[src/design/dad_pkg.sv]
// Shared widths, register indexes, reset constants and stage control type for the anchor decoder.
`timescale 1ns / 1ps
`default_nettype none

package dad_pkg;

    localparam int SCORE_W   = 16;
    localparam int COORD_W   = 16;
    localparam int OFFSET_W  = 12;
    localparam int SCALE_W   = 16;
    localparam int CLASS_W   = 7;
    localparam int ANCHOR_W  = 14;
    localparam int EDGE_W    = 24;
    localparam int CORNER_W  = 19;
    localparam int CPROD_W   = 36;
    localparam int EPROD_W   = 32;

    localparam int IN_DATA_W  = 80;
    localparam int OUT_DATA_W = 136;
    localparam int CFG_IDX_W  = 2;
    localparam int CFG_DATA_W = 16;

    localparam logic [CLASS_W-1:0] CLASS_LAST = '1;

    localparam logic signed [SCORE_W-1:0] RUN_MAX_RESET  = -16'sd28160;
    localparam logic [SCALE_W-1:0]        INV_SCALE_RESET = 16'd4096;

    localparam logic [CFG_IDX_W-1:0] REG_THRESHOLD = 2'd0;
    localparam logic [CFG_IDX_W-1:0] REG_OFFSET_X  = 2'd1;
    localparam logic [CFG_IDX_W-1:0] REG_OFFSET_Y  = 2'd2;
    localparam logic [CFG_IDX_W-1:0] REG_INV_SCALE = 2'd3;

    localparam logic signed [CPROD_W-1:0] CORNER_HALF = 36'sd4096;
    localparam logic signed [CPROD_W-1:0] CORNER_MAX  = 36'sd8388607;
    localparam logic signed [CPROD_W-1:0] CORNER_MIN  = -36'sd8388608;
    localparam logic [EPROD_W:0]          EXTENT_HALF = 33'd2048;

    typedef struct packed {
        logic load_prod;
        logic load_out;
    } stage_en_t;

endpackage

`default_nettype wire

[src/design/detection_anchor_decode_core.sv]
// Top level: per-anchor class maximum, threshold test and box decode with stream ports.
//
//  channel   direction  handshake                 payload
//  s_        in         s_tvalid / s_tready       s_tdata class score and box, s_tlast last class
//  m_        out        m_tvalid / m_tready       m_tdata one detection
//  cfg_      in         cfg_valid / cfg_ready     cfg_index, cfg_data
//
// One input word per cycle while s_tready is high; the class maximum updates as it is accepted.
// After its last-class word a detection passes the capture, multiply and round registers in order.
// The multiply stage (four products of up to 19 x 17 bits) sets the cycle time.
// Sync reset clears counters, valid flags, threshold and offsets; presets running max and scale.
// A stall on m_ holds the pipeline; s_tready drops only when every stage is full.
`timescale 1ns / 1ps
`default_nettype none

module detection_anchor_decode_core (
    input  wire logic                               aclk,
    input  wire logic                               aresetn,
    input  wire logic                               s_tvalid,
    output logic                                    s_tready,
    // class_score[15:0], centre_x[31:16], centre_y[47:32], box_width[63:48], box_height[79:64]
    input  wire logic [dad_pkg::IN_DATA_W-1:0]      s_tdata,
    input  wire logic                               s_tlast,
    output logic                                    m_tvalid,
    input  wire logic                               m_tready,
    // anchor_number[13:0], class_label[20:14], best_logit[36:21], left_edge[60:37],
    // top_edge[84:61], out_width[108:85], out_height[132:109], zero[135:133]
    output logic [dad_pkg::OUT_DATA_W-1:0]          m_tdata,
    input  wire logic                               cfg_valid,
    output logic                                    cfg_ready,
    input  wire logic [dad_pkg::CFG_IDX_W-1:0]      cfg_index,
    input  wire logic [dad_pkg::CFG_DATA_W-1:0]     cfg_data
);

    logic signed [dad_pkg::SCORE_W-1:0] thresh_reg;
    logic [dad_pkg::OFFSET_W-1:0]       offset_x_reg, offset_y_reg;
    logic [dad_pkg::SCALE_W-1:0]        inv_scale_reg;

    logic signed [dad_pkg::SCORE_W-1:0] run_max_reg, run_max_next;
    logic [dad_pkg::CLASS_W-1:0]        run_class_reg, run_class_next;
    logic [dad_pkg::CLASS_W-1:0]        class_cnt_reg, class_cnt_next;
    logic [dad_pkg::ANCHOR_W-1:0]       anchor_cnt_reg, anchor_cnt_next;

    logic                               s_accept, cfg_accept;
    logic signed [dad_pkg::SCORE_W-1:0] score, cur_max;
    logic [dad_pkg::CLASS_W-1:0]        cur_class;
    logic                               pass;

    logic v1_reg, v2_reg, v3_reg;
    logic rdy1, rdy2, rdy3;
    dad_pkg::stage_en_t stage_en;

    logic [dad_pkg::ANCHOR_W-1:0]       anchor1_reg, anchor2_reg, anchor3_reg;
    logic [dad_pkg::CLASS_W-1:0]        class1_reg, class2_reg, class3_reg;
    logic signed [dad_pkg::SCORE_W-1:0] logit1_reg, logit2_reg, logit3_reg;
    logic [dad_pkg::COORD_W-1:0]        cx1_reg, cy1_reg, w1_reg, h1_reg;

    logic signed [dad_pkg::EDGE_W-1:0]  left_edge, top_edge;
    logic [dad_pkg::EDGE_W-1:0]         out_width, out_height;

    assign s_accept   = s_tvalid & s_tready;
    assign cfg_ready  = 1'b1;
    assign cfg_accept = cfg_valid & cfg_ready;

    assign rdy3     = !v3_reg || m_tready;
    assign rdy2     = !v2_reg || rdy3;
    assign rdy1     = !v1_reg || rdy2;
    assign s_tready = rdy1;

    assign stage_en.load_prod = rdy2;
    assign stage_en.load_out  = rdy3;

    always_comb begin
        score     = $signed(s_tdata[15:0]);
        cur_max   = run_max_reg;
        cur_class = run_class_reg;
        if (score > run_max_reg) begin
            cur_max   = score;
            cur_class = class_cnt_reg;
        end
        pass = cur_max > thresh_reg;

        run_max_next    = run_max_reg;
        run_class_next  = run_class_reg;
        class_cnt_next  = class_cnt_reg;
        anchor_cnt_next = anchor_cnt_reg;
        if (s_accept) begin
            if (s_tlast) begin
                run_max_next    = dad_pkg::RUN_MAX_RESET;
                run_class_next  = '0;
                class_cnt_next  = '0;
                anchor_cnt_next = anchor_cnt_reg + 1'b1;
            end else begin
                run_max_next   = cur_max;
                run_class_next = cur_class;
                if (class_cnt_reg != dad_pkg::CLASS_LAST) begin
                    class_cnt_next = class_cnt_reg + 1'b1;
                end
            end
        end
    end

    always_ff @(posedge aclk) begin
        if (!aresetn) begin
            thresh_reg     <= '0;
            offset_x_reg   <= '0;
            offset_y_reg   <= '0;
            inv_scale_reg  <= dad_pkg::INV_SCALE_RESET;
            run_max_reg    <= dad_pkg::RUN_MAX_RESET;
            run_class_reg  <= '0;
            class_cnt_reg  <= '0;
            anchor_cnt_reg <= '0;
            v1_reg         <= 1'b0;
            v2_reg         <= 1'b0;
            v3_reg         <= 1'b0;
        end else begin
            if (cfg_accept) begin
                case (cfg_index)
                    dad_pkg::REG_THRESHOLD: thresh_reg    <= $signed(cfg_data);
                    dad_pkg::REG_OFFSET_X:  offset_x_reg  <= cfg_data[dad_pkg::OFFSET_W-1:0];
                    dad_pkg::REG_OFFSET_Y:  offset_y_reg  <= cfg_data[dad_pkg::OFFSET_W-1:0];
                    dad_pkg::REG_INV_SCALE: inv_scale_reg <= cfg_data;
                    default: ;
                endcase
            end
            run_max_reg    <= run_max_next;
            run_class_reg  <= run_class_next;
            class_cnt_reg  <= class_cnt_next;
            anchor_cnt_reg <= anchor_cnt_next;
            if (rdy1) begin
                v1_reg <= s_accept && s_tlast && pass;
            end
            if (rdy2) begin
                v2_reg <= v1_reg;
            end
            if (rdy3) begin
                v3_reg <= v2_reg;
            end
        end
    end

    always_ff @(posedge aclk) begin
        if (rdy1) begin
            anchor1_reg <= anchor_cnt_reg;
            class1_reg  <= cur_class;
            logit1_reg  <= cur_max;
            cx1_reg     <= s_tdata[31:16];
            cy1_reg     <= s_tdata[47:32];
            w1_reg      <= s_tdata[63:48];
            h1_reg      <= s_tdata[79:64];
        end
        if (rdy2) begin
            anchor2_reg <= anchor1_reg;
            class2_reg  <= class1_reg;
            logit2_reg  <= logit1_reg;
        end
        if (rdy3) begin
            anchor3_reg <= anchor2_reg;
            class3_reg  <= class2_reg;
            logit3_reg  <= logit2_reg;
        end
    end

    dad_box_scale u_box_scale (
        .aclk          (aclk),
        .stage_en      (stage_en),
        .offset_x      (offset_x_reg),
        .offset_y      (offset_y_reg),
        .inverse_scale (inv_scale_reg),
        .centre_x      (cx1_reg),
        .centre_y      (cy1_reg),
        .box_width     (w1_reg),
        .box_height    (h1_reg),
        .left_edge     (left_edge),
        .top_edge      (top_edge),
        .out_width     (out_width),
        .out_height    (out_height)
    );

    assign m_tvalid = v3_reg;
    assign m_tdata  = {3'b000, out_height, out_width, top_edge, left_edge,
                       logit3_reg, class3_reg, anchor3_reg};

endmodule

`default_nettype wire

[src/design/dad_box_scale.sv]
// Box decode datapath: corner form, letterbox offset removal, scaling, rounding and saturation.
`timescale 1ns / 1ps
`default_nettype none

module dad_box_scale (
    input  wire logic                                 aclk,
    input  wire dad_pkg::stage_en_t                   stage_en,
    input  wire logic [dad_pkg::OFFSET_W-1:0]         offset_x,
    input  wire logic [dad_pkg::OFFSET_W-1:0]         offset_y,
    input  wire logic [dad_pkg::SCALE_W-1:0]          inverse_scale,
    input  wire logic [dad_pkg::COORD_W-1:0]          centre_x,
    input  wire logic [dad_pkg::COORD_W-1:0]          centre_y,
    input  wire logic [dad_pkg::COORD_W-1:0]          box_width,
    input  wire logic [dad_pkg::COORD_W-1:0]          box_height,
    output logic signed [dad_pkg::EDGE_W-1:0]         left_edge,
    output logic signed [dad_pkg::EDGE_W-1:0]         top_edge,
    output logic [dad_pkg::EDGE_W-1:0]                out_width,
    output logic [dad_pkg::EDGE_W-1:0]                out_height
);

    logic signed [dad_pkg::CORNER_W-1:0] corner_x, corner_y;
    logic signed [dad_pkg::SCALE_W:0]    scale_s;

    logic signed [dad_pkg::CPROD_W-1:0] prod_x_reg, prod_y_reg, prod_x_next, prod_y_next;
    logic [dad_pkg::EPROD_W-1:0]        prod_w_reg, prod_h_reg, prod_w_next, prod_h_next;

    logic signed [dad_pkg::CPROD_W-1:0] rnd_x, rnd_y;
    logic [dad_pkg::EPROD_W:0]          rnd_w, rnd_h;

    logic signed [dad_pkg::EDGE_W-1:0]  left_reg, left_next, top_reg, top_next;
    logic [dad_pkg::EDGE_W-1:0]         width_reg, width_next, height_reg, height_next;

    function automatic logic signed [dad_pkg::EDGE_W-1:0] sat_corner(
        input logic signed [dad_pkg::CPROD_W-1:0] v
    );
        logic signed [dad_pkg::EDGE_W-1:0] r;
        if (v > dad_pkg::CORNER_MAX) begin
            r = dad_pkg::EDGE_W'(dad_pkg::CORNER_MAX);
        end else if (v < dad_pkg::CORNER_MIN) begin
            r = dad_pkg::EDGE_W'(dad_pkg::CORNER_MIN);
        end else begin
            r = v[dad_pkg::EDGE_W-1:0];
        end
        return r;
    endfunction

    function automatic logic [dad_pkg::EDGE_W-1:0] sat_extent(
        input logic [dad_pkg::EPROD_W:0] v
    );
        logic [dad_pkg::EDGE_W-1:0] r;
        if (|v[dad_pkg::EPROD_W:dad_pkg::EDGE_W]) begin
            r = '1;
        end else begin
            r = v[dad_pkg::EDGE_W-1:0];
        end
        return r;
    endfunction

    always_comb begin
        scale_s  = $signed({1'b0, inverse_scale});
        corner_x = $signed({2'b00, centre_x, 1'b0}) - $signed({3'b000, box_width})
                 - $signed({2'b00, offset_x, 5'b00000});
        corner_y = $signed({2'b00, centre_y, 1'b0}) - $signed({3'b000, box_height})
                 - $signed({2'b00, offset_y, 5'b00000});

        prod_x_next = dad_pkg::CPROD_W'(corner_x) * dad_pkg::CPROD_W'(scale_s);
        prod_y_next = dad_pkg::CPROD_W'(corner_y) * dad_pkg::CPROD_W'(scale_s);
        prod_w_next = dad_pkg::EPROD_W'(box_width) * dad_pkg::EPROD_W'(inverse_scale);
        prod_h_next = dad_pkg::EPROD_W'(box_height) * dad_pkg::EPROD_W'(inverse_scale);

        rnd_x = (prod_x_reg + dad_pkg::CORNER_HALF) >>> 13;
        rnd_y = (prod_y_reg + dad_pkg::CORNER_HALF) >>> 13;
        rnd_w = ({1'b0, prod_w_reg} + dad_pkg::EXTENT_HALF) >> 12;
        rnd_h = ({1'b0, prod_h_reg} + dad_pkg::EXTENT_HALF) >> 12;

        left_next   = sat_corner(rnd_x);
        top_next    = sat_corner(rnd_y);
        width_next  = sat_extent(rnd_w);
        height_next = sat_extent(rnd_h);
    end

    always_ff @(posedge aclk) begin
        if (stage_en.load_prod) begin
            prod_x_reg <= prod_x_next;
            prod_y_reg <= prod_y_next;
            prod_w_reg <= prod_w_next;
            prod_h_reg <= prod_h_next;
        end
        if (stage_en.load_out) begin
            left_reg   <= left_next;
            top_reg    <= top_next;
            width_reg  <= width_next;
            height_reg <= height_next;
        end
    end

    assign left_edge  = left_reg;
    assign top_edge   = top_reg;
    assign out_width  = width_reg;
    assign out_height = height_reg;

endmodule

`default_nettype wire

[config.mk]
export PLATFORM = sky130hd
export DESIGN_NAME = detection_anchor_decode_core
export DESIGN_NICKNAME = d
export VERILOG_FILES = /design/src/design/dad_pkg.sv /design/src/design/detection_anchor_decode_core.sv /design/src/design/dad_box_scale.sv
export SDC_FILE = /design/constraint.sdc
export NUM_CORES = 2
export LEC_CHECK = 0
export BUFFER_PORTS_ARGS = -buffer_cell sky130_fd_sc_hd__buf_2
export CAP_MARGIN = 20
export CORE_MARGIN = 1
export CORE_UTILIZATION = 50
export CTS_BUF_LIST = sky130_fd_sc_hd__clkbuf_8 sky130_fd_sc_hd__clkbuf_16
export CTS_CLUSTER_DIAMETER = 150
export DETAILED_ROUTE_END_ITERATION = 8
export PLACE_DENSITY = 0.69
export SLEW_MARGIN = 30
export SYNTH_ARGS = -nofsm -noshare
export SYNTH_HDL_FRONTEND = slang
export SYNTH_SLANG_ARGS = --single-unit
export TNS_END_PERCENT = 50
[constraint.sdc]
create_clock -name aclk -period 9.6 [get_ports aclk]
set_input_delay 1.44 -clock aclk [delete_from_list [all_inputs] [get_ports aclk]]
set_output_delay 1.44 -clock aclk [all_outputs]
set_load 0.01 [all_outputs]
Word-level counts from Yosys, hierarchy flattened
Index checks and enable logic that the tools add are counted. W data, S select, Z words.

Logic and storage cells: 81. Bits of input ports: 104. Register bits after elaboration: 504. Output and inout port bits: 139.

Bitwise gates (word level): 1. Muxes and demuxes: 8. $mul: 4. Add/sub/neg operators: 10. Magnitude comparators: 6. Reductions and logical operators: 16. Eq/ne operators: 4.

Operators with widths (count): $add A36 B14 Y36 const B (2); $mul A19 B17 Y36 (2); $add A32 B12 Y33 const B (2); $mul A16 B16 Y32 (2); $gt A23 B24 Y1 const B (2); $lt A23 B24 Y1 const B (2); $mux W24 (2); $sub A18 B18 Y19 (2); $sub A17 B16 Y18 (2); $gt A16 B16 Y1 (2); $mux W16 (2); $mux W7 (4); $add A14 B1 Y14 const B (1); $reduce_and A2 Y1 (6); $add A7 B1 Y7 const B (1); $ne A7 B7 Y1 const B (1); $eq A2 B2 Y1 const B (2); $logic_not A1 Y1 (3); $logic_or A1 B1 Y1 (3); $eq A2 B1 Y1 const B (1); $logic_and A1 B1 Y1 (2); $logic_not A2 Y1 (1); $reduce_bool A2 Y1 (1); $and A1 B1 Y1 (1).

Logic depth before layout (Yosys ltp)
Depth in word-level cells: 7. Gate-level depth with buffers: 43. Depth with buffers taken out: 41.

Cells and area by module
From an unflattened synthesis, not the netlist that was laid out.

Cells, all modules: 6010. Area total of the unflattened synthesis: 58826.4 µm².

By module, submodules not included: dad_box_scale (area an instance 47993.5 µm², cells each 5154, instances 1, seq. area each 5405.2 µm²); detection_anchor_decode_core (area an instance 10832.9 µm², cells each 856, instances 1, seq. area each 7317.0 µm²).

Least setup slack after synthesis
OpenSTA, ideal clock, no wires.

Path kind: flip-flop to flip-flop. Start point: register w1_reg[2] (netlist bit). End point: register u_box_scale.prod_x_reg[35] (netlist bit) (data pin). Buffers on the path: 3. Period minus slack after synthesis: 9840 ps. Data required time: 9410 ps. Stages on the path, launching flop included: 40. Setup slack: -240 ps. Library setup time: 190 ps. Arrival: 9650 ps. Cells stage by stage: edfxtp_1 > inv_1 > clkbuf_1 > ha_1 > nor2b_1 > o21ai_1 > a21boi_0 > o21ai_1 > a21boi_1 > or2_2 > a21oi_1 > xnor2_1 > ha_1 > a21boi_1 > o21ai_1 > a21oi_1 > o21a_1 > clkbuf_1 > [4 not listed] > fa_1 > fa_1 > fa_1 > fa_1 > fa_1 > inv_1 > fa_1 > inv_1 > ha_1 > a211o_1 > o221a_1 > o21a_1 > o21ai_1 > or3_1 > a21oi_2 > o41ai_4 > mux2i_1 > a2111oi_2.

Longest elaborated chain between the ends: 3.

Ends and longest elaborated chain: start: declaration (line detection_anchor_decode_core.sv:56) `logic [dad_pkg::COORD_W-1:0] cx1_reg, cy1_reg, w1_reg, h1_reg;`; start signal: assignment (line detection_anchor_decode_core.sv:149) `w1_reg <= s_tdata[63:48];`; $sub A17 B16 Y18 (line dad_box_scale.sv:61) `corner_x = $signed({2'b00, centre_x, 1'b0}) - $signed({3'b000, box_width})`; $sub A18 B18 Y19 (line dad_box_scale.sv:62) `- $signed({2'b00, offset_x, 5'b00000});`; $mul A19 B17 Y36 (line dad_box_scale.sv:66) `prod_x_next = dad_pkg::CPROD_W'(corner_x) * dad_pkg::CPROD_W'(scale_s);`; via u_box_scale.prod_x_next, one bit (line dad_box_scale.sv:24) `logic signed [dad_pkg::CPROD_W-1:0] prod_x_reg, prod_y_reg, prod_x_next, prod_y_next;`; end signal: assignment (line dad_box_scale.sv:84) `prod_x_reg <= prod_x_next;`; end: declaration (line dad_box_scale.sv:24).

The timed path passes the listed nets, and every way through them passes these cells. A chain may end at the register's enable or synchronous reset.

Final worst setup path
Start point: register h1_reg[2] (netlist bit). End point: register u_box_scale.prod_y_reg[30] (netlist bit) (data pin).

Longest elaborated chain between the ends: 3.

Ends and longest elaborated chain: start: declaration (line detection_anchor_decode_core.sv:56); start signal: assignment (line detection_anchor_decode_core.sv:150) `h1_reg <= s_tdata[79:64];`; $sub A17 B16 Y18 (line dad_box_scale.sv:63) `corner_y = $signed({2'b00, centre_y, 1'b0}) - $signed({3'b000, box_height})`; $sub A18 B18 Y19 (line dad_box_scale.sv:64) `- $signed({2'b00, offset_y, 5'b00000});`; $mul A19 B17 Y36 (line dad_box_scale.sv:67) `prod_y_next = dad_pkg::CPROD_W'(corner_y) * dad_pkg::CPROD_W'(scale_s);`; via u_box_scale.prod_y_next, one bit (line dad_box_scale.sv:24); end signal: assignment (line dad_box_scale.sv:85) `prod_y_reg <= prod_y_next;`; end: declaration (line dad_box_scale.sv:24).

The timed path passes the listed nets, and every way through them passes these cells.

==> impl_metrics.tcl <==
set metrics [dict create \
    outcome "completed" \
    antenna_found_initial 6 \
    regToRegSetupSlack_ps 90 \
    slowest_stage "fa_1" \
    drc 0 \
    setup_viol 0 \
    yosys.area_share.simple_pct 13.3 \
    swShare_pct 42.5 \
    io_pins 243 \
    final_nets 7964 \
    total_power_mw 12.2 \
    dr.first_iter.drc_count 3026 \
    place_congestion 0.951 \
    clock_path_buffers 3 \
    synth-seq-cells 458 \
    hold_viol 0 \
    grtUsageMet1_pct 36.8 \
    finalClockSkew_ps 62.1 \
    worst_setup_path_end_kind "flip-flop" \
    synth_top_area_share_pct 33.8 \
    holdWs_ps 416 \
    yosysUniqueCellTypes 90 \
    path_common_cell "fa_1" \
    synthAdderAreaFrac_pct 44.0 \
    timing.final.crit_share_pct 99.1 \
    std_cell_rows 125 \
    finalCriticalPeriod_ps 9510 \
    core_sq_um 116000 \
    cp.arrival_ps 9920 \
    hold_start "anchor2_reg[6]" \
    worst_pin_slew_ps 1020 \
    cts_tree "built" \
    wl_per_cell_um 20.4 \
    async_flop_share_pct 0 \
    overflow 0 \
    synthXorXnorAreaFrac_pct 3.75 \
    nFillCells 9997 \
    cp-start-kind "flip-flop" \
    slowest_delay_ps 520 \
    yosysMostFrequentCell "inv_1" \
    grt_pass1_vias 44907 \
    rr_startpoint "h1_reg[2]" \
    seq_power_share_pct 25.3 \
    maxCapViolations 0 \
    clock_latency_ps 690 \
    die_area_sq_um 119000 \
    ys_seq_area_share_pct 21.7 \
    min_path_type "flip-flop to flip-flop" \
    h-tree-depth 2 \
    firstDrtPassIters 6 \
    synth-compound-area-share_pct 6.07 \
    numClockSinks 458 \
    comb_power_share_pct 57.7 \
    synthFlopType "edfxtp_1" \
    synth_edf_count 355 \
    clkPwrFrac_pct 17.0 \
    grt_max_degree 82 \
    grtUsageMet3_pct 3.97 \
    intPower_mw 7.04 \
    die_y_um 344 \
    grt.busiest_layer "met2" \
    hpwl_mm 128 \
    antenna_left 0 \
    rsz0062_at_grt "true" \
    leakagePower_nw 31.5 \
    power_density_nw_per_um2 186 \
    syn_inst 6039 \
    initial_core_util_pct 50.4 \
    synth_area_leaders "fa_1, edfxtp_1, ha_1" \
    clock.fmax_mhz 105 \
    synth_top_family_by_area "adder cells" \
    whs_endpoint "anchor3_reg[6]" \
    cp_max_fo 3 \
    use_met2_pct 46.4 \
    via_per_inst 5.41 \
    chipWidth_um 344 \
    grt_pass1_wl_mm 253 \
    synth_area_leader_cell "fa_1" \
    area_delta_synth_final_pct 12.5 \
    cts_buffers 53 \
    cts_root_buffer "clkbuf_16" \
    r2r_end "u_box_scale.prod_y_reg[30]" \
    vias 43101 \
    synth_mux_area_share_pct 0.998 \
    finalWirelength_mm 162 \
    io_buffers 232 \
    clkSlewWorstSetupHoldPaths_ps 60 \
    r2r_cells 39 \
    drv_slew 0 \
    ys_top_cells_by_count "inv_1, fa_1, nand2_1" \
    track_usage_pct 28.1 \
    drive_above_1_share_pct 13.3 \
    worstPathRequired_ps 10000 \
    p_sw_mw 5.20 \
    relSlewSlack_pct 31.6 \
    synth_area_sq_um 58600 \
    critPathKind "flip-flop to flip-flop" \
    synth_warnings 0 \
    vdd_ir_drop_max_mv 0.295 \
    avgSynthCellArea_sq_um 9.70 \
    hold_path_depth 0 \
]
## area by class of cell
cell class	instances	area (sq um)	share of cell area [%]
diodes	4	10.0	0.0152
clock buffers	59	1430	2.17
clock inverters	41	379	0.575
inverters	1310	4920	7.47
multi-input cells	4017	40800	61.9
flip-flops and latches	458	12700	19.3
well taps	1524	1910	2.89
repair buffers	559	3720	5.65
## what timing repair did
| item | 4_1_cts | 5_1_grt |
|---|---|---|
| endpoints found under the hold margin | 0 | 0 |
| buffers inserted | 2 | 48 |
| pin swaps | 6 | 112 |
| hold buffers | 0 | 0 |
| setup endpoints to repair | 19 | 34 |
| resized for setup | 19 | 159 |
## layout by cell type, fill, tap and decap left out, types with 14 or more instances in the layout
| cell type | Yosys | routed |
|---|---|---|
| inv_1 | 1303 | 1305 |
| fa_1 | 989 | 980 |
| nand2_1 | 817 | 813 |
| ha_1 | 472 | 457 |
| edfxtp_1 | 355 | 355 |
| nor2_1 | 313 | 308 |
| buf_4 | 11 | 308 |
| buf_2 | 10 | 232 |
| and2_1 | 211 | 210 |
| xnor2_1 | 193 | 183 |
| nand3_1 | 98 | 96 |
| dfxtp_1 | 103 | 89 |
| o21ai_0 | 92 | 83 |
| a21oi_1 | 94 | 71 |
| nand2b_1 | 64 | 64 |
| a21boi_0 | 60 | 58 |
| xor2_1 | 58 | 56 |
| clkbuf_16 | 0 | 55 |
| a21o_1 | 47 | 47 |
| nor3_1 | 43 | 42 |
| and3_1 | 41 | 41 |
| nand4_1 | 38 | 38 |
| o21a_1 | 38 | 37 |
| mux2_2 | 27 | 25 |
| nor2b_1 | 27 | 23 |
| a21oi_2 | 2 | 19 |
| a31oi_1 | 24 | 19 |
| o21bai_1 | 19 | 18 |
| o211ai_1 | 17 | 17 |
| mux2i_1 | 19 | 16 |
| buf_6 | 1 | 15 |
| o21ai_2 | 0 | 14 |
| dfxtp_2 | 0 | 14 |
## worst max path at each step
stage               startpoint                    endpoint  slack, ps  depth (start not counted)
finish               h1_reg[2]  u_box_scale.prod_y_reg[30]         90                         39
global route         h1_reg[1]  u_box_scale.prod_y_reg[33]       -280                         41
floorplan            h1_reg[2]  u_box_scale.prod_y_reg[30]        0.1                         37
CTS                  w1_reg[2]  u_box_scale.prod_x_reg[35]          1                         38
detailed placement  cy1_reg[0]  u_box_scale.prod_y_reg[33]       -170                         40
global placement    cy1_reg[0]  u_box_scale.prod_y_reg[33]        -10                         40
## per-stage QoR
step | setup slack (ps) | utilization [%] | setup TNS, ps | cells | cell area, sq um
floorplan | 0.130 | - | 0 | 6047 | 58600
global placement | -13.1 | 54.1 | -20.0 | 7819 | 62900
detailed placement | -166 | 54.1 | -1050 | 7819 | 62900
CTS | 1.34 | 55.7 | 0 | 7921 | 64800
global route | -276 | 56.7 | -1910 | 7969 | 65900
finish | 87.8 | 56.7 | 0 | 7972 | 65900
## routing by layer
layer | wire length, um | up-vias
li1 | - | 19338
met1 | 64200 | 21697
met2 | 77400 | 1678
met3 | 12400 | 380
met4 | 8270 | 8
met5 | 49 | -
## logic make-up after synthesis
logic type,count (synthesis)
and+or+nand+nor,1717
buffers and inverters,1572
adders and majority gates,1466
AOI/OAI and AO/OA,519
DFF,458
xor gates and xnor gates,251
muxes,54
other,2
## critical path: cells and delay by family, from the launching register on
kind / cells / cell delay [ps]
fa+ha+maj: 9 / 3700
compound gates: 18 / 3500
simple gates: 3 / 570
buf+inv: 6 / 520
flops: 1 / 400
mux: 1 / 290
xor+xnor: 2 / 240
## power by group through the flow
stage	logic, mW	registers [mW]	clock network, mW
after floorplan	4.30	3.14	0
after global placement	6.49	3.13	0
after detailed placement	6.64	3.14	0
after CTS	6.72	3.11	2.14
after global routing	7.88	3.15	2.20
final	7.06	3.10	2.08
No activity file was read; power rests on OpenSTA's default activity.
